`config.mk`:
```
export PLATFORM = sky130hd
export DESIGN_NAME = dda_styled_line_rasterizer_top
export DESIGN_NICKNAME = d
export VERILOG_FILES = /design/src/sv/dsl_pkg.sv /design/src/sv/dsl_ctrl.sv /design/src/sv/dsl_datapath.sv /design/src/sv/dda_styled_line_rasterizer_top.sv
export SDC_FILE = /design/constraint.sdc
export NUM_CORES = 1
export LEC_CHECK = 0
export BUFFER_PORTS_ARGS = -buffer_cell sky130_fd_sc_hd__buf_2
export CAP_MARGIN = 0
export CORE_AREA = 4 4 169 253
export DETAILED_ROUTE_END_ITERATION = 7
export DIE_AREA = 0 0 173 257
export PLACE_DENSITY_LB_ADDON = 0.05
export SLEW_MARGIN = 20
export SYNTH_ARGS = -nofsm -noshare
export SYNTH_HDL_FRONTEND = slang
export SYNTH_HIERARCHICAL = 1
export SYNTH_SLANG_ARGS = --single-unit
```
`constraint.sdc`:
```
create_clock -name aclk -period 7 [get_ports aclk]
set_input_delay 2.1 -clock aclk [delete_from_list [all_inputs] [get_ports aclk]]
set_output_delay 2.1 -clock aclk [all_outputs]
set_load 0.02 [all_outputs]
```
`src/sv/dsl_pkg.sv`:
```
// shared types and constants for the styled dda line rasterizer
// no dependencies; imported by dsl_ctrl, dsl_datapath and the top level
package dsl_pkg;

    localparam int REG_W     = 6;
    localparam int CFG_IDX_W = 2;

    // configuration register indexes
    localparam logic [CFG_IDX_W-1:0] CFG_DOT_PERIOD          = 2'd0;
    localparam logic [CFG_IDX_W-1:0] CFG_DASH_PERIOD         = 2'd1;
    localparam logic [CFG_IDX_W-1:0] CFG_DASHDOT_DASH_LENGTH = 2'd2;
    localparam logic [CFG_IDX_W-1:0] CFG_DASHDOT_GAP_END     = 2'd3;

    localparam logic [REG_W-1:0] DOT_PERIOD_RST          = 6'd2;
    localparam logic [REG_W-1:0] DASH_PERIOD_RST         = 6'd6;
    localparam logic [REG_W-1:0] DASHDOT_DASH_LENGTH_RST = 6'd10;
    localparam logic [REG_W-1:0] DASHDOT_GAP_END_RST     = 6'd15;

    // request kinds carried on tuser
    localparam logic ACT_START = 1'b0;
    localparam logic ACT_STEP  = 1'b1;

    // line styles
    localparam logic [1:0] STYLE_SOLID   = 2'd0;
    localparam logic [1:0] STYLE_DOT     = 2'd1;
    localparam logic [1:0] STYLE_DASH    = 2'd2;
    localparam logic [1:0] STYLE_DASHDOT = 2'd3;

    typedef struct packed {
        logic load;
        logic step;
        logic iterate;
        logic finish;
    } dsl_cmd_t;

    typedef struct packed {
        logic out_valid;
    } dsl_status_t;

endpackage

```
`src/sv/dsl_ctrl.sv`:
```
// controller for the styled dda line rasterizer: request acceptance and divide sequencing
// depends on dsl_pkg
module dsl_ctrl #(
    parameter int FRAC_BITS = 16
) (
    input  logic                  aclk,
    input  logic                  aresetn,
    input  logic                  s_tvalid,
    input  logic                  s_tuser,
    output logic                  s_tready,
    input  logic                  m_tready,
    input  dsl_pkg::dsl_status_t  status,
    output dsl_pkg::dsl_cmd_t     cmd
);
    import dsl_pkg::*;

    localparam int CNT_W = $clog2(FRAC_BITS + 2);
    localparam logic [CNT_W-1:0] ITER_LAST = CNT_W'(FRAC_BITS);

    localparam logic [1:0] ST_IDLE = 2'd0;
    localparam logic [1:0] ST_DIV  = 2'd1;
    localparam logic [1:0] ST_FIN  = 2'd2;

    logic [1:0]       state_reg, state_next;
    logic [CNT_W-1:0] iter_reg, iter_next;
    logic             accept;

    // a request may enter while the output register drains in the same cycle
    assign s_tready = (state_reg == ST_IDLE) && (!status.out_valid || m_tready);
    assign accept   = s_tvalid && s_tready;

    always_comb begin
        state_next  = state_reg;
        iter_next   = iter_reg;
        cmd.load    = 1'b0;
        cmd.step    = 1'b0;
        cmd.iterate = 1'b0;
        cmd.finish  = 1'b0;
        unique case (state_reg)
            ST_IDLE: begin
                if (accept) begin
                    if (s_tuser == ACT_START) begin
                        cmd.load   = 1'b1;
                        iter_next  = '0;
                        state_next = ST_DIV;
                    end else begin
                        cmd.step = 1'b1;
                    end
                end
            end
            ST_DIV: begin
                cmd.iterate = 1'b1;
                iter_next   = iter_reg + 1'b1;
                if (iter_reg == ITER_LAST) begin
                    state_next = ST_FIN;
                end
            end
            ST_FIN: begin
                cmd.finish = 1'b1;
                state_next = ST_IDLE;
            end
            default: begin
                state_next = ST_IDLE;
            end
        endcase
    end

    always_ff @(posedge aclk) begin
        if (!aresetn) begin
            state_reg <= ST_IDLE;
            iter_reg  <= '0;
        end else begin
            state_reg <= state_next;
            iter_reg  <= iter_next;
        end
    end

endmodule

```
`src/sv/dsl_datapath.sv`:
```
// datapath for the styled dda line rasterizer: setup, two restoring dividers,
// position walk, style patterns, config registers and the output register; depends on dsl_pkg
module dsl_datapath #(
    parameter int COORD_BITS = 10,
    parameter int FRAC_BITS  = 16
) (
    input  logic                              aclk,
    input  logic                              aresetn,
    input  dsl_pkg::dsl_cmd_t                 cmd,
    output dsl_pkg::dsl_status_t              status,
    input  logic                              cfg_we,
    input  logic [dsl_pkg::CFG_IDX_W-1:0]     cfg_index,
    input  logic [dsl_pkg::REG_W-1:0]         cfg_wdata,
    input  logic [COORD_BITS-1:0]             x_start,
    input  logic [COORD_BITS-1:0]             y_start,
    input  logic [COORD_BITS-1:0]             x_end,
    input  logic [COORD_BITS-1:0]             y_end,
    input  logic [1:0]                        style,
    input  logic                              m_tready,
    output logic                              out_valid,
    output logic signed [COORD_BITS:0]        pixel_x,
    output logic signed [COORD_BITS:0]        pixel_y,
    output logic                              draw,
    output logic                              color,
    output logic                              last
);
    import dsl_pkg::*;

    localparam int POS_W  = COORD_BITS + 2 + FRAC_BITS;
    localparam int INC_W  = FRAC_BITS + 2;
    localparam int Q_W    = FRAC_BITS + 1;
    localparam int REM_W  = COORD_BITS + 1;
    localparam int STEP_W = COORD_BITS + 1;
    localparam logic signed [POS_W-1:0] HALF = POS_W'(1) <<< (FRAC_BITS - 1);

    // config registers
    logic [REG_W-1:0] dot_period_reg, dash_period_reg, dd_dash_len_reg, dd_gap_end_reg;

    // line state
    logic                    line_active_reg, line_active_next;
    logic [STEP_W-1:0]       steps_reg, steps_next;
    logic [REG_W-1:0]        pat_reg, pat_next;
    logic [REG_W-1:0]        dd_cnt_reg, dd_cnt_next;
    logic                    dd_pend_reg, dd_pend_next;
    logic [1:0]              style_reg, style_next;
    logic                    out_valid_reg, out_valid_next;

    // walk and divide payload
    logic signed [POS_W-1:0] x_pos_reg, x_pos_next, y_pos_reg, y_pos_next;
    logic signed [INC_W-1:0] x_inc_reg, x_inc_next, y_inc_reg, y_inc_next;
    logic [COORD_BITS-1:0]   len_reg, len_next;
    logic [REM_W-1:0]        x_rem_reg, x_rem_next, y_rem_reg, y_rem_next;
    logic [Q_W-1:0]          x_q_reg, x_q_next, y_q_reg, y_q_next;
    logic                    x_neg_reg, x_neg_next, y_neg_reg, y_neg_next;
    logic                    x_zero_reg, x_zero_next, y_zero_reg, y_zero_next;

    // output payload
    logic signed [COORD_BITS:0] pixel_x_reg, pixel_x_next, pixel_y_reg, pixel_y_next;
    logic draw_reg, draw_next, color_reg, color_next, last_reg, last_next;

    // setup terms
    logic [COORD_BITS-1:0]   adx, ady, len;
    logic                    x_neg, y_neg, x_zero, y_zero;
    logic signed [POS_W-1:0] x_base, y_base;

    // divide step terms
    logic                    x_ge, y_ge;
    logic [REM_W-1:0]        x_rn, y_rn, len_ext;

    // style terms
    logic                    step_ok, st_draw, st_color;
    logic [REG_W-1:0]        pat_inc, period;

    assign adx    = (x_end > x_start) ? x_end - x_start : x_start - x_end;
    assign ady    = (y_end > y_start) ? y_end - y_start : y_start - y_end;
    assign len    = (adx > ady) ? adx : ady;
    assign x_neg  = x_end < x_start;
    assign y_neg  = y_end < y_start;
    assign x_zero = x_end == x_start;
    assign y_zero = y_end == y_start;
    assign x_base = $signed({2'b00, x_start, {FRAC_BITS{1'b0}}});
    assign y_base = $signed({2'b00, y_start, {FRAC_BITS{1'b0}}});

    assign len_ext = {1'b0, len_reg};
    assign x_ge    = x_rem_reg >= len_ext;
    assign y_ge    = y_rem_reg >= len_ext;
    assign x_rn    = x_ge ? x_rem_reg - len_ext : x_rem_reg;
    assign y_rn    = y_ge ? y_rem_reg - len_ext : y_rem_reg;

    assign step_ok = cmd.step && line_active_reg && (steps_reg != '0);
    assign pat_inc = pat_reg + 1'b1;
    assign period  = (style_reg == STYLE_DOT) ? dot_period_reg : dash_period_reg;

    // per-pixel style decision
    always_comb begin
        st_draw      = 1'b1;
        st_color     = 1'b1;
        pat_next     = pat_reg;
        dd_cnt_next  = dd_cnt_reg;
        dd_pend_next = dd_pend_reg;
        unique case (style_reg) inside
            STYLE_SOLID: begin
                st_draw  = 1'b1;
                st_color = 1'b1;
            end
            STYLE_DOT, STYLE_DASH: begin
                if (style_reg == STYLE_DOT) begin
                    st_draw  = pat_reg == '0;
                    st_color = pat_reg == '0;
                end else begin
                    st_draw  = 1'b1;
                    st_color = pat_reg != '0;
                end
                // a zero period keeps the index at zero
                pat_next = (pat_inc >= period) ? '0 : pat_inc;
            end
            default: begin
                if (dd_cnt_reg < dd_dash_len_reg) begin
                    st_draw     = 1'b1;
                    dd_cnt_next = dd_cnt_reg + 1'b1;
                end else if (dd_cnt_reg < dd_gap_end_reg) begin
                    st_draw     = 1'b0;
                    dd_cnt_next = dd_cnt_reg + 1'b1;
                end else if (dd_pend_reg) begin
                    st_draw      = 1'b1;
                    dd_cnt_next  = dd_dash_len_reg;
                    dd_pend_next = 1'b0;
                end else begin
                    st_draw      = 1'b0;
                    dd_pend_next = 1'b1;
                    dd_cnt_next  = '0;
                end
                st_color = st_draw;
            end
        endcase
    end

    always_comb begin
        line_active_next = line_active_reg;
        steps_next       = steps_reg;
        style_next       = style_reg;
        x_pos_next       = x_pos_reg;
        y_pos_next       = y_pos_reg;
        x_inc_next       = x_inc_reg;
        y_inc_next       = y_inc_reg;
        len_next         = len_reg;
        x_rem_next       = x_rem_reg;
        y_rem_next       = y_rem_reg;
        x_q_next         = x_q_reg;
        y_q_next         = y_q_reg;
        x_neg_next       = x_neg_reg;
        y_neg_next       = y_neg_reg;
        x_zero_next      = x_zero_reg;
        y_zero_next      = y_zero_reg;
        pixel_x_next     = pixel_x_reg;
        pixel_y_next     = pixel_y_reg;
        draw_next        = draw_reg;
        color_next       = color_reg;
        last_next        = last_reg;
        out_valid_next   = m_tready ? 1'b0 : out_valid_reg;

        if (cmd.load) begin
            line_active_next = 1'b1;
            style_next       = style;
            len_next         = len;
            x_rem_next       = {1'b0, adx};
            y_rem_next       = {1'b0, ady};
            x_q_next         = '0;
            y_q_next         = '0;
            x_neg_next       = x_neg;
            y_neg_next       = y_neg;
            x_zero_next      = x_zero;
            y_zero_next      = y_zero;
            x_pos_next       = x_zero ? x_base : (x_neg ? x_base - HALF : x_base + HALF);
            y_pos_next       = y_zero ? y_base : (y_neg ? y_base - HALF : y_base + HALF);
            // dash-dot drops the final pixel except on a zero-length line
            if (style == STYLE_DASHDOT) begin
                steps_next = (len == '0) ? STEP_W'(1) : {1'b0, len};
            end else begin
                steps_next = {1'b0, len} + 1'b1;
            end
        end

        if (cmd.iterate) begin
            x_rem_next = {x_rn[REM_W-2:0], 1'b0};
            y_rem_next = {y_rn[REM_W-2:0], 1'b0};
            x_q_next   = {x_q_reg[Q_W-2:0], x_ge};
            y_q_next   = {y_q_reg[Q_W-2:0], y_ge};
        end

        if (cmd.finish) begin
            x_inc_next = x_zero_reg ? '0 :
                         (x_neg_reg ? -$signed({1'b0, x_q_reg}) : $signed({1'b0, x_q_reg}));
            y_inc_next = y_zero_reg ? '0 :
                         (y_neg_reg ? -$signed({1'b0, y_q_reg}) : $signed({1'b0, y_q_reg}));
        end

        if (cmd.step && !step_ok) begin
            line_active_next = 1'b0;
        end

        if (step_ok) begin
            // floor is the arithmetic shift, kept to the pixel width
            pixel_x_next   = x_pos_reg[FRAC_BITS+COORD_BITS:FRAC_BITS];
            pixel_y_next   = y_pos_reg[FRAC_BITS+COORD_BITS:FRAC_BITS];
            draw_next      = st_draw;
            color_next     = st_color;
            last_next      = steps_reg == STEP_W'(1);
            out_valid_next = 1'b1;
            steps_next     = steps_reg - 1'b1;
            if (steps_reg == STEP_W'(1)) begin
                line_active_next = 1'b0;
            end
            x_pos_next = x_pos_reg + POS_W'(x_inc_reg);
            y_pos_next = y_pos_reg + POS_W'(y_inc_reg);
        end
    end

    always_ff @(posedge aclk) begin
        if (!aresetn) begin
            dot_period_reg  <= DOT_PERIOD_RST;
            dash_period_reg <= DASH_PERIOD_RST;
            dd_dash_len_reg <= DASHDOT_DASH_LENGTH_RST;
            dd_gap_end_reg  <= DASHDOT_GAP_END_RST;
            line_active_reg <= 1'b0;
            steps_reg       <= '0;
            pat_reg         <= '0;
            dd_cnt_reg      <= '0;
            dd_pend_reg     <= 1'b1;
            style_reg       <= STYLE_SOLID;
            out_valid_reg   <= 1'b0;
        end else begin
            if (cfg_we) begin
                case (cfg_index)
                    CFG_DOT_PERIOD:          dot_period_reg  <= cfg_wdata;
                    CFG_DASH_PERIOD:         dash_period_reg <= cfg_wdata;
                    CFG_DASHDOT_DASH_LENGTH: dd_dash_len_reg <= cfg_wdata;
                    CFG_DASHDOT_GAP_END:     dd_gap_end_reg  <= cfg_wdata;
                endcase
            end
            line_active_reg <= line_active_next;
            steps_reg       <= steps_next;
            style_reg       <= style_next;
            out_valid_reg   <= out_valid_next;
            if (cmd.load) begin
                pat_reg     <= '0;
                dd_cnt_reg  <= '0;
                dd_pend_reg <= 1'b1;
            end else if (step_ok) begin
                pat_reg     <= pat_next;
                dd_cnt_reg  <= dd_cnt_next;
                dd_pend_reg <= dd_pend_next;
            end
        end
    end

    always_ff @(posedge aclk) begin
        x_pos_reg   <= x_pos_next;
        y_pos_reg   <= y_pos_next;
        x_inc_reg   <= x_inc_next;
        y_inc_reg   <= y_inc_next;
        len_reg     <= len_next;
        x_rem_reg   <= x_rem_next;
        y_rem_reg   <= y_rem_next;
        x_q_reg     <= x_q_next;
        y_q_reg     <= y_q_next;
        x_neg_reg   <= x_neg_next;
        y_neg_reg   <= y_neg_next;
        x_zero_reg  <= x_zero_next;
        y_zero_reg  <= y_zero_next;
        pixel_x_reg <= pixel_x_next;
        pixel_y_reg <= pixel_y_next;
        draw_reg    <= draw_next;
        color_reg   <= color_next;
        last_reg    <= last_next;
    end

    assign status.out_valid = out_valid_reg;
    assign out_valid        = out_valid_reg;
    assign pixel_x          = pixel_x_reg;
    assign pixel_y          = pixel_y_reg;
    assign draw             = draw_reg;
    assign color            = color_reg;
    assign last             = last_reg;

endmodule

```
`src/sv/dda_styled_line_rasterizer_top.sv`:
```
// styled dda line rasterizer, top level; depends on dsl_pkg, dsl_ctrl, dsl_datapath
// a step request gives its pixel in the cycle after acceptance; steps sustain one per cycle
// while the output is not stalled by m_tready; a start request holds the input off through the
// bit-per-cycle divide and the finish step, so the next request enters once the controller idles
// a start or a step with no active line gives no result
// reset (aresetn low, synchronous) drops any line, empties the output and restores register defaults
module dda_styled_line_rasterizer_top #(
    parameter int COORD_BITS = 10,
    parameter int FRAC_BITS  = 16,
    localparam int S_TDATA_W = ((4 * COORD_BITS + 2 + 7) / 8) * 8,
    localparam int M_TDATA_W = ((2 * (COORD_BITS + 1) + 2 + 7) / 8) * 8
) (
    input  logic                          aclk,
    input  logic                          aresetn,
    input  logic                          cfg_we,
    input  logic [dsl_pkg::CFG_IDX_W-1:0] cfg_index,
    input  logic [dsl_pkg::REG_W-1:0]     cfg_wdata,
    input  logic                          s_tvalid,
    output logic                          s_tready,
    // x_start, y_start, x_end, y_end, style, zero fill
    input  logic [S_TDATA_W-1:0]          s_tdata,
    // action
    input  logic                          s_tuser,
    output logic                          m_tvalid,
    input  logic                          m_tready,
    // pixel_x, pixel_y, draw, color, zero fill
    output logic [M_TDATA_W-1:0]          m_tdata,
    output logic                          m_tlast
);
    import dsl_pkg::*;

    localparam int C = COORD_BITS;

    dsl_cmd_t    cmd;
    dsl_status_t status;

    logic signed [C:0] pixel_x, pixel_y;
    logic              draw, color;

    dsl_ctrl #(
        .FRAC_BITS (FRAC_BITS)
    ) u_ctrl (
        .aclk     (aclk),
        .aresetn  (aresetn),
        .s_tvalid (s_tvalid),
        .s_tuser  (s_tuser),
        .s_tready (s_tready),
        .m_tready (m_tready),
        .status   (status),
        .cmd      (cmd)
    );

    dsl_datapath #(
        .COORD_BITS (COORD_BITS),
        .FRAC_BITS  (FRAC_BITS)
    ) u_datapath (
        .aclk      (aclk),
        .aresetn   (aresetn),
        .cmd       (cmd),
        .status    (status),
        .cfg_we    (cfg_we),
        .cfg_index (cfg_index),
        .cfg_wdata (cfg_wdata),
        .x_start   (s_tdata[C-1:0]),
        .y_start   (s_tdata[2*C-1:C]),
        .x_end     (s_tdata[3*C-1:2*C]),
        .y_end     (s_tdata[4*C-1:3*C]),
        .style     (s_tdata[4*C+1:4*C]),
        .m_tready  (m_tready),
        .out_valid (m_tvalid),
        .pixel_x   (pixel_x),
        .pixel_y   (pixel_y),
        .draw      (draw),
        .color     (color),
        .last      (m_tlast)
    );

    assign m_tdata = M_TDATA_W'({color, draw, pixel_y, pixel_x});

endmodule

```
==> results of run 1 <==
[layout by cell type, fill, tap and decap left out, drive strengths merged, types with 48 or more instances in the layout]
master and count:
nor2 144, mux2i 52, ha 151, xor2 51
o21ai 117, xnor2 67, a21oi 98, nor2b 48
buf 162, nand2 122, edfxtp 183, dfxtp 61
inv 140
[per-stage QoR]
| stage | hold slack, ps | setup WS (ps) |
|---|---|---|
| floorplan | 433 | 212 |
| global placement | 440 | -149 |
| detailed placement | 443 | -209 |
| CTS | 457 | 373 |
| global route | 470 | 15.8 |
| finish | 461 | 330 |
[per-layer routing]
metal / global-route usage / up-vias / share of wire
met5: 0 / - / 0.0013
met4: 0.0597 / 8 / 0.030
met3: 0.0206 / 75 / 0.030
met2: 0.368 / 177 / 0.54
met1: 0.210 / 6066 / 0.40
li1: - / 6463 / -
[power by group through the flow]
stage | Sequential [W] | Clock, W | Combinational, W
global placement | 0.00179 | 0 | 0.00136
global route | 0.00177 | 0.00164 | 0.00152
finish | 0.00176 | 0.00153 | 0.00137
floorplan | 0.00177 | 0 | 0.000927
detailed placement | 0.00179 | 0 | 0.00136
CTS | 0.00176 | 0.00159 | 0.00138
[critical path, stage by stage]
cell      delay [ps]
buf_2            130
inv_1             50
ha_1             150
inv_1             50
fa_1             420
a21o_1           200
a41oi_1          260
a21oi_1          140
o21ai_1          200
buf_4            150
buf_4            160
mux2i_1          280
buf_4            170
mux2i_1          190
o311ai_1         160
ha_1             330
a21o_1           160
a21o_1           170
a21oi_1          220
a22o_1           200
a31o_4           210
mux2i_1          210
buf_4            160
nand2_1           70
xnor2_1          160
a222oi_1         320
nor2b_1           80
[cells by family (layout without fill, tap and decap cells)]
| kind of cell | count (synthesis) | in the layout | share of synthesized area |
|---|---|---|---|
| simple gates | 535 | 535 | 0.159 |
| compound gates | 413 | 413 | 0.160 |
| flops | 244 | 244 | 0.407 |
| buf+inv | 195 | 356 | 0.0478 |
| fa+ha+maj | 159 | 159 | 0.124 |
| xor+xnor | 118 | 118 | 0.0631 |
| mux | 60 | 60 | 0.0385 |
| other cells | 0 | 1 | 0 |
[final timing paths]
| check | start | slack (ps) | end |
|---|---|---|---|
| max | s_tdata[30] | 330 | u_datapath/steps_reg[4] |
| min | u_datapath/y_pos_reg[19] | 460 | u_datapath/pixel_y[3] |
| max reg2reg | u_datapath/x_pos_reg[1] | 2970 | u_datapath/x_pos_reg[25] |
| min reg2reg | u_datapath/y_pos_reg[19] | 460 | u_datapath/pixel_y[3] |
[cell type report]
cell class                      count  area, µm²  area share
Sequential cell                   244       6720       0.356
Tap cell                          511        639      0.0339
Clock inverter                     22        211      0.0112
Timing Repair Buffer              162       1020      0.0542
Antenna cell                        1       2.50    0.000133
Multi-Input combinational cell   1285       9020       0.478
Inverter                          140        526      0.0278
Clock buffer                       32        737      0.0390
==> summary.txt, run 1 <==
Detailed routing
  • Post-route ant nets: 0
  • DRC errors left: 0
  • Vias: 12.8k
  • Post-DR vias/cell: 5.34
  • Drt first pass iters: 5
  • Final WL: 43000 µm
  • Wire per inst: 18.0 µm
  • DRT iter0 DRCs: 546

Die
  • Rows: 91
  • Initial Utilization: 0.405
  • Die width: 173 µm
  • Die Y: 257 µm
  • Core box area: 40800 µm²
  • Io pins: 89
  • Die area: 44500 µm²

Timing
  • Final hold vios: 0
  • Period minus WS final: 6670 ps
  • Actual slew at the worst max-slew pin: 962 ps
  • Endpoints failing setup: 0
  • Fin crit share: 0.953
  • Unrepaired setup endpoints after global routing: false
  • Pins Over Slew Limit: 0
  • Max_slew headroom: 0.357
  • Final Skew: 25.0 ps
  • Setup TNS: 0 ps
  • Max Clk Rate: 150 MHz

Power and ir drop
  • Net Sw Power: 0.00147 W
  • Leak: 7.99 nW
  • Tot Pwr: 0.00466 W
  • Cell-internal power: 0.00319 W
  • Flop pwr share: 0.377
  • Pwr dens: 247 nW/µm²
  • Clock network power share: 0.328
  • Peak supply drop: 0.000173 V
  • Comb pwr share: 0.295
  • Sw Ratio: 0.316

Synth
  • Mapped Cells: 1724
  • Leading area contributor after synthesis: edfxtp_1
  • Async SR Flop Fraction: 0
  • Area contributors post-synth: edfxtp_1 33%, ha_1 11%, dfxtp_1 7.4%
  • Top FF cell, synth: edfxtp_1
  • Syn Area/Cell: 9.56 µm²
  • Top-count cell post-synth: edfxtp_1
  • Post-synth EDFFs: 183
  • Post-synth top area share: 0.333
  • Share of the yosys chip area belonging to registers: 0.407
  • Ranking of synthesized cells by instance count: 183 x edfxtp_1, 151 x ha_1, 144 x nor2_1, 138 x inv_1, 122 x nand2_1
  • Yosys reg bits: 244
  • Ys Warns: 6
  • Synth cell types: 73
  • Post-synthesis cell area: 16500 µm²
  • Syn nets: 1945

Placement
  • Dpl cells: 2341
  • # port buffers: 82
  • Routability cong.: 0.835
  • Area post-placement: 17900 µm²
  • Hpwl dp: 32500 µm

GRT
  • Vias in the first global route: 12.9k
  • Initial antenna violation count: 4
  • GRT overflow: 0
  • Total Routing Usage GR: 0.188
  • Largest net degree at the start of global routing: 79
  • First-pass GRT wire length: 68000 µm

Finish
  • Final nets: 2083
  • Total of fill cells in the finished design: 3994
  • Layout Utilization: 0.463
  • Area Growth Syn to Fin: 14.5%
  • Post-route non-filler standard cell count: 2397
  • Final instance area: 18900 µm²
  • Layout cell share with drive strength beyond 1: 0.128

Critical path
  • Crit path launch type: input port
  • Worst EP arrival: 7110 ps
  • Crit path max fanout: 11
  • CP Data Required Time: 7440 ps
  • WS Path Type: in2reg
  • Crit path capture type: flip-flop
  • R2R cell count: 13

Min path
  • Hold Path Stages: 0
  • Worst min path class: reg2reg

CTS
  • Post-CTS resize count: 0
  • Clock Path Buffers: 3
  • Hold Buf Count CTS: 0
  • Clock buffer count from CTS: 29
  • Clock latency on the worst-skew pair: 570 ps
  • Max H-tree Level: 1
  • CTS tree: done
  • Clock transition at the registers of the reported paths: 60 ps
  • Number of setup buffers added after CTS: 0
  • Clock sinks: 244
  • Clock Tree Root: clkbuf_16

Outcome
  • Status: finished, final reports clean

Flow run
  • Max-cap viol count: 0
No activity file was read; power rests on OpenSTA's default activity.
==> run 2, diff against run 1 <==
--- a/config.mk
+++ b/config.mk
@@ -5,11 +5,12 @@
 export SDC_FILE = /design/constraint.sdc
 export NUM_CORES = 1
 export LEC_CHECK = 0
+export ABC_AREA = 1
 export BUFFER_PORTS_ARGS = -buffer_cell sky130_fd_sc_hd__buf_2
 export CAP_MARGIN = 0
-export CORE_AREA = 4 4 169 253
+export CORE_AREA = 2 2 169 254
 export DETAILED_ROUTE_END_ITERATION = 7
-export DIE_AREA = 0 0 173 257
+export DIE_AREA = 0 0 171 256
 export PLACE_DENSITY_LB_ADDON = 0.05
 export SLEW_MARGIN = 20
 export SYNTH_ARGS = -nofsm -noshare
==> run 2 against run 1 <==
- worst setup slack better by 510 ps
- sequential share of layout area is 0.35 points lower
- worst hold slack better by 5.2 ps
- non-clock buffer count is 39 lower
- fmax is 8.3% higher
- largest cell class unchanged
==> summary.txt, run 2 <==
Outcome
  • Status: finished, final reports clean

Detailed routing
  • Drt first pass iters: 5 (unchanged)
  • Final WL: 45900 µm (+6.6%)
  • DRT iter0 DRCs: 699 (+28%)
  • Post-route ant nets: 0 (unchanged)
  • DRC errors left: 0 (unchanged)
  • Vias: 14.2k (+11%)
  • Wire per inst: 16.3 µm (-9.0%)
  • Post-DR vias/cell: 5.04 (-5.5%)

Synth
  • Mapped Cells: 2110 (+22%)
  • Yosys reg bits: 244 (unchanged)
  • Syn nets: 2331 (+20%)
  • Post-synth EDFFs: 183 (unchanged)
  • Ys Warns: 6 (unchanged)
  • Syn Area/Cell: 8.00 µm² (-16%)
  • Top-count cell post-synth: nand2_1
  • Post-synthesis cell area: 16900 µm² (+2.4%)
  • Area contributors post-synth: edfxtp_1 33%, ha_1 11%, nand2_1 8.6%
  • Top FF cell, synth: edfxtp_1
  • Share of the yosys chip area belonging to registers: 0.398 (-0.00957)
  • Post-synth top area share: 0.325 (-0.00783)
  • Ranking of synthesized cells by instance count: 387 x nand2_1, 327 x inv_1, 203 x a21oi_1, 187 x o21ai_0, 183 x edfxtp_1
  • Leading area contributor after synthesis: edfxtp_1
  • Synth cell types: 65 (-11%)
  • Async SR Flop Fraction: 0 (unchanged)

Finish
  • Final nets: 2445 (+17%)
  • Commonest non-fill, non-tap cell in the layout: nand2_1
  • Total of fill cells in the finished design: 4252 (+6.5%)
  • Storage element area: 6720 µm² (unchanged)
  • Layout cell share with drive strength beyond 1: 0.102 (-0.0267)
  • Post-route non-filler standard cell count: 2807 (+17%)
  • N_diodes: 0 (-1)
  • Area Growth Syn to Fin: 12.9%
  • Highest-count cells in the layout ignoring fill and taps: 386 x nand2_1, 327 x inv_1, 203 x a21oi_1
  • Multi-input logic area: 8730 µm² (-3.1%)

Die
  • Io pins: 89 (unchanged)
  • Die Y: 256 µm (-0.39%)
  • Die width: 171 µm (-1.2%)
  • Die area: 43800 µm² (-1.5%)
  • Core box area: 41700 µm² (+2.2%)
  • Initial Utilization: 0.405 (+0.000700)
  • Rows: 92 (+1.1%)

Critical path
  • Crit path launch type: input port
  • CP Data Required Time: 7480 ps (+40 ps)
  • CP max stage delay: 360 ps (-60 ps)
  • Crit path max fanout: 18 (+7)
  • FF-to-FF setup slack: 3290 ps (+320 ps)
  • Worst Path Buf+Inv: 8 (+1)
  • Worst path slowest cell: ha_1
  • WS Path Type: in2reg
  • Crit path depth: 33 (+22%)
  • Worst EP arrival: 6640 ps (-470 ps)
  • Crit path capture type: flip-flop
  • Worst setup path start: s_tdata[19]
  • Family with the most delay on the worst path: simple AND/OR/NAND/NOR gates
  • R2R cell count: 20 (+7)
  • Worst reg2reg endpoint: u_datapath/y_pos_reg[24]
  • Worst Setup EP: u_datapath/steps_reg[9]
  • R2r startpoint: u_datapath/y_pos_reg[0]

Placement
  • Routability cong.: 0.893 (+6.9%)
  • # port buffers: 82 (unchanged)
  • Hpwl dp: 35400 µm (+8.8%)
  • Placement Setup Slack: 308 ps (+517 ps)
  • Dpl cells: 2759 (+18%)

Timing
  • Max_slew headroom: 0.401 (+0.0441)
  • Actual slew at the worst max-slew pin: 892 ps (-69.6 ps)
  • Final WS setup: 841 ps (+511 ps)
  • Unrepaired setup endpoints after global routing: false
  • Fin Hold WS: 466 ps (+5.20 ps)
  • Final Skew: 11.4 ps (-13.5 ps)
  • Fin crit share: 0.880 (-0.0730)
  • Pins Over Slew Limit: 0 (unchanged)
  • Endpoints failing setup: 0 (unchanged)
  • Final hold vios: 0 (unchanged)
  • Max Clk Rate: 162 MHz (+8.3%)
  • Period minus WS final: 6160 ps (-511 ps)
  • Setup TNS: 0 ps (unchanged)

Power and ir drop
  • Peak supply drop: 0.000286 V (+65%)
  • Tot Pwr: 0.00471 W (+1.1%)
  • Pwr dens: 247 nW/µm² (+0.11%)
  • Leak: 8.88 nW (+11%)

CTS
  • CTS tree: done
  • Clock buffer count from CTS: 27 (-6.9%)
  • Number of setup buffers added after CTS: 0 (unchanged)
  • Clock sinks: 244 (unchanged)
  • Post-CTS resize count: 0 (unchanged)
  • Max H-tree Level: 1 (unchanged)
  • Clock latency on the worst-skew pair: 550 ps (-20 ps)
  • Hold Buf Count CTS: 0 (unchanged)
  • Clock Tree Root: clkbuf_16
  • Clock transition at the registers of the reported paths: 60 ps (about the same)
  • Clock Path Buffers: 3 (unchanged)

Flow run
  • Max-cap viol count: 0 (unchanged)

GRT
  • Initial antenna violation count: 1 (-3)
  • Total Routing Usage GR: 0.208 (+0.0201)
  • Vias in the first global route: 13.9k (+8.1%)
  • Largest net degree at the start of global routing: 54 (-32%)
  • Met2 Usage GRT: 0.399 (+0.0312)
  • M3 GR Usage: 0.0195 (-0.00109)
  • First-pass GRT wire length: 72200 µm (+6.2%)
  • Busiest grt layer: met2
  • Met1 Use GR: 0.232 (+0.0212)
  • GRT overflow: 0 (unchanged)

Min path
  • Worst min path class: reg2reg
==> run 2: cell types whose count changed in the layout (fill, tap and decap cells not counted), sizes merged, moves of 29 or more <==
cell / change
nor2b: -48
inv: +193
xnor2: -54
a21o: -29
nor2: +48
a21oi: +107
and2: -36
nand2: +288
o21ai: +82
mux2i: -47
nand3: +62
buf: -39
==> run 2: cell families after synthesis <==
logic type | Yosys count | synth area share
AO/OA/AOI/OAI | 490 | 0.160
flip-flops | 244 | 0.398
adder cells (fa/ha/maj) | 159 | 0.121
multiplexers | 5 | 0.00296
AND/OR/NAND/NOR | 773 | 0.198
buffers and inverters | 375 | 0.0860
XOR/XNOR | 64 | 0.0336
==> run 2: per-stage QoR <==
| step | instance area (µm²) | utilization |
|---|---|---|
| floorplan | 16900 | - |
| global route | 19100 | 0.457 |
| CTS | 19100 | 0.457 |
| detailed placement | 18200 | 0.436 |
| global placement | 18200 | 0.436 |
| finish | 19100 | 0.457 |
==> run 2: layout make-up <==
| cell class | count | area share |
|---|---|---|
| tap | 564 | 0.0370 |
| inverter | 337 | 0.0664 |
| sequential | 244 | 0.352 |
| clock buffer | 28 | 0.0356 |
| clock inverter | 20 | 0.0119 |
| multi-input combinational | 1491 | 0.458 |
| timing repair buffer | 123 | 0.0383 |
==> run 2: worst min-delay path by stage <==
stage | end | slack [ps] | startpoint | cells after the start
after floorplan | u_datapath/dash_period_reg[1] | 430 | u_datapath/dash_period_reg[1] | 2
after global placement | u_datapath/dot_period_reg[1] | 440 | u_datapath/dot_period_reg[1] | 2
after detailed placement | u_datapath/dot_period_reg[1] | 450 | u_datapath/dot_period_reg[1] | 2
after CTS | u_datapath/dot_period_reg[1] | 470 | u_datapath/dot_period_reg[1] | 2
after global routing | u_datapath/steps_reg[1] | 490 | u_datapath/steps_reg[1] | 2
final | u_datapath/dot_period_reg[1] | 470 | u_datapath/dot_period_reg[1] | 2
==> run 2: power breakdown <==
part	leakage (nW)	total, W	internal (W)	switching [W]
clock network	0.427	0.00149	0.000883	0.000602
registers	2.23	0.00176	0.00169	0.0000696
logic	6.23	0.00147	0.000534	0.000932
==> run 2: layer usage <==
| layer | wire length, µm | part of all wire | vias to the layer above |
|---|---|---|---|
| met5 | 9 | 0.00020 | - |
| met2 | 24500 | 0.53 | 230 |
| li1 | - | - | 7343 |
| met4 | 1750 | 0.038 | 2 |
| met1 | 18500 | 0.40 | 6490 |
| met3 | 1140 | 0.025 | 85 |
==> run 2: worst reg2reg max path: stages, from the launching register on <==
cell	delay, ps
edfxtp_1	370
ha_1	240
inv_1	80
fa_1	200
nor2_1	70
o21ai_0	170
nand2_1	110
a21boi_0	300
o21a_1	210
o21ai_0	180
nand2_1	110
nand2_1	80
a21boi_0	420
nor2_1	90
nor2_1	260
o21bai_1	160
nand2_1	80
nand2_1	60
xor2_1	180
nand2_1	70
nand2_1	50
==> run 3, diff against run 2 <==
--- a/config.mk
+++ b/config.mk
@@ -8,9 +8,9 @@
 export ABC_AREA = 1
 export BUFFER_PORTS_ARGS = -buffer_cell sky130_fd_sc_hd__buf_2
 export CAP_MARGIN = 0
-export CORE_AREA = 2 2 169 254
+export CORE_AREA = 2 2 147 292
 export DETAILED_ROUTE_END_ITERATION = 7
-export DIE_AREA = 0 0 171 256
+export DIE_AREA = 0 0 149 294
 export PLACE_DENSITY_LB_ADDON = 0.05
 export SLEW_MARGIN = 20
 export SYNTH_ARGS = -nofsm -noshare
==> run 3 against run 2 <==
- first-iteration DRC count is 5.0% higher
- worst setup slack worse by 18 ps
- die area hardly changed
- cell count is 0.93% lower
==> summary.txt, run 3 (synthesis gave the netlist of run 2 again) <==
Timing
  • Period minus WS final: 6180 ps (+18.4 ps)
  • Unrepaired setup endpoints after global routing: false
  • Fin crit share: 0.882 (+0.00263)
  • Final hold vios: 0 (unchanged)
  • Max_slew headroom: 0.375 (-0.0255)
  • Max Clk Rate: 162 MHz (-0.30%)
  • Endpoints failing setup: 0 (unchanged)
  • Final WS setup: 823 ps (-18.4 ps)
  • Actual slew at the worst max-slew pin: 930 ps (+37.9 ps)
  • Final Skew: 18.7 ps (+7.29 ps)
  • Pins Over Slew Limit: 0 (unchanged)
  • Setup TNS: 0 ps (unchanged)

Die
  • Core box area: 41600 µm² (about the same)
  • Initial Utilization: 0.405 (about the same)
  • Die width: 149 µm (-13%)
  • Die Y: 294 µm (+15%)
  • Rows: 106 (+15%)
  • Io pins: 89 (unchanged)
  • Die area: 43800 µm² (about the same)

Detailed routing
  • DRT iter0 DRCs: 734 (+5.0%)
  • Wire per inst: 17.0 µm (+4.3%)
  • Vias: 14.3k (+1.2%)
  • Post-DR vias/cell: 5.15 (+2.2%)
  • Drt first pass iters: 5 (unchanged)
  • DRC errors left: 0 (unchanged)
  • Final WL: 47400 µm (+3.3%)
  • Post-route ant nets: 0 (unchanged)

Placement
  • Routability cong.: 0.932 (+4.4%)
  • # port buffers: 82 (unchanged)
  • Hpwl dp: 37300 µm (+5.6%)
  • Placement Setup Slack: 358 ps (+49.6 ps)
  • Area post-placement: 18100 µm² (about the same)

Finish
  • Commonest non-fill, non-tap cell in the layout: nand2_1
  • Total of fill cells in the finished design: 4194 (-1.4%)
  • Layout cell share with drive strength beyond 1: 0.100 (-0.00125)
  • Final nets: 2444 (-0.041%)
  • Area Growth Syn to Fin: 12.1%
  • Final instance area: 18900 µm² (-0.66%)
  • Highest-count cells in the layout ignoring fill and taps: 386 x nand2_1, 327 x inv_1, 203 x a21oi_1
  • Multi-input logic area: 8740 µm² (about the same)
  • N_diodes: 0 (unchanged)
  • Storage element area: 6720 µm² (unchanged)

Critical path
  • CP max stage delay: 430 ps (+70 ps)
  • Crit path top cell by count: nand2_1
  • Crit path max fanout: 8 (-10)
  • Crit path launch type: input port
  • Worst EP arrival: 6630 ps (about the same)
  • R2R cell count: 21 (+5.0%)
  • Crit path capture type: flip-flop
  • CP Data Required Time: 7450 ps (-30 ps)
  • WS Path Type: in2reg
  • Worst path slowest cell: ha_1

GRT
  • Largest net degree at the start of global routing: 54 (unchanged)
  • First-pass GRT wire length: 73700 µm (+2.0%)
  • Met1 Use GR: 0.211 (-0.0208)
  • Total Routing Usage GR: 0.215 (+0.00763)
  • Met2 Usage GRT: 0.446 (+0.0469)
  • Busiest grt layer: met2
  • GRT overflow: 0 (unchanged)
  • Initial antenna violation count: 0 (-1)
  • Vias in the first global route: 14.4k (+3.3%)
  • M3 GR Usage: 0.0172 (-0.00227)

CTS
  • Clock transition at the registers of the reported paths: 60 ps (about the same)
  • Max H-tree Level: 1 (unchanged)
  • Clock Path Buffers: 3 (unchanged)
  • Clock buffer count from CTS: 25 (-7.4%)
  • CTS tree: done
  • Number of setup buffers added after CTS: 0 (unchanged)
  • Clock latency on the worst-skew pair: 550 ps (about the same)
  • Clock sinks: 244 (unchanged)
  • Hold Buf Count CTS: 0 (unchanged)
  • Post-CTS resize count: 0 (unchanged)
  • Clock Tree Root: clkbuf_16

Power and ir drop
  • Peak supply drop: 0.000189 V (-34%)
  • Pwr dens: 245 nW/µm² (-0.73%)
  • Leak: 8.85 nW (-0.42%)

Min path
  • Worst min path class: reg2reg
  • Hold Path Stages: 0 (-2)

Outcome
  • Status: finished, final reports clean

Flow run
  • Max-cap viol count: 0 (unchanged)
==> run 3: cell types whose count changed in the layout (fill, tap and decap cells not counted), sizes merged <==
cell and delta:
buf +1, bufinv -2, clkbuf +5, clkinv -3, clkinvlp -3
==> run 3: power by group <==
part	total, W	switching [W]	internal, W
registers	0.00176	0.0000660	0.00169
clock network	0.00136	0.000580	0.000776
logic	0.00153	0.000978	0.000557
total	0.00465	0.00162	0.00302
==> run 3: worst paths after layout <==
check	startpoint	endpoint	slack, ps
min	u_datapath/y_pos_reg[20]	u_datapath/pixel_y[4]	450
max	s_tdata[10]	u_datapath/steps_reg[5]	820
max reg2reg	u_datapath/x_pos_reg[0]	u_datapath/x_pos_reg[20]	3300
min reg2reg	u_datapath/y_pos_reg[20]	u_datapath/pixel_y[4]	450
==> run 3: worst max-delay path, delay by kind of cell <==
kind | cells | cell delay, ps
and+or+nand+nor | 19 | 2390
xor gates and xnor gates | 1 | 270
buffers and inverters | 7 | 800
AOI/OAI and AO/OA | 3 | 310
adders and majority gates | 2 | 760
==> run 3: layout make-up <==
cell class,instances,share of cell area
clock inverter,12,0.00694
multi-input combinational,1491,0.462
inverter,337,0.0668
sequential,244,0.355
tap,540,0.0357
timing repair buffer,124,0.0390
clock buffer,33,0.0352
==> run 3: per-layer routing <==
| layer | share of wire | routed length (µm) |
|---|---|---|
| met1 | 0.36 | 17000 |
| met3 | 0.030 | 1420 |
| met2 | 0.57 | 27000 |
| met5 | 0 | 0 |
| met4 | 0.043 | 2020 |
==> run 3: stage by stage <==
step                hold slack [ps]  utilization  cells  power [W]
floorplan                       428            -   2110    0.00278
global placement                441        0.435   2736    0.00330
detailed placement              447        0.435   2736    0.00331
CTS                             456        0.455   2781    0.00469
global route                    471        0.455   2781    0.00492
finish                          454        0.455   2781    0.00465
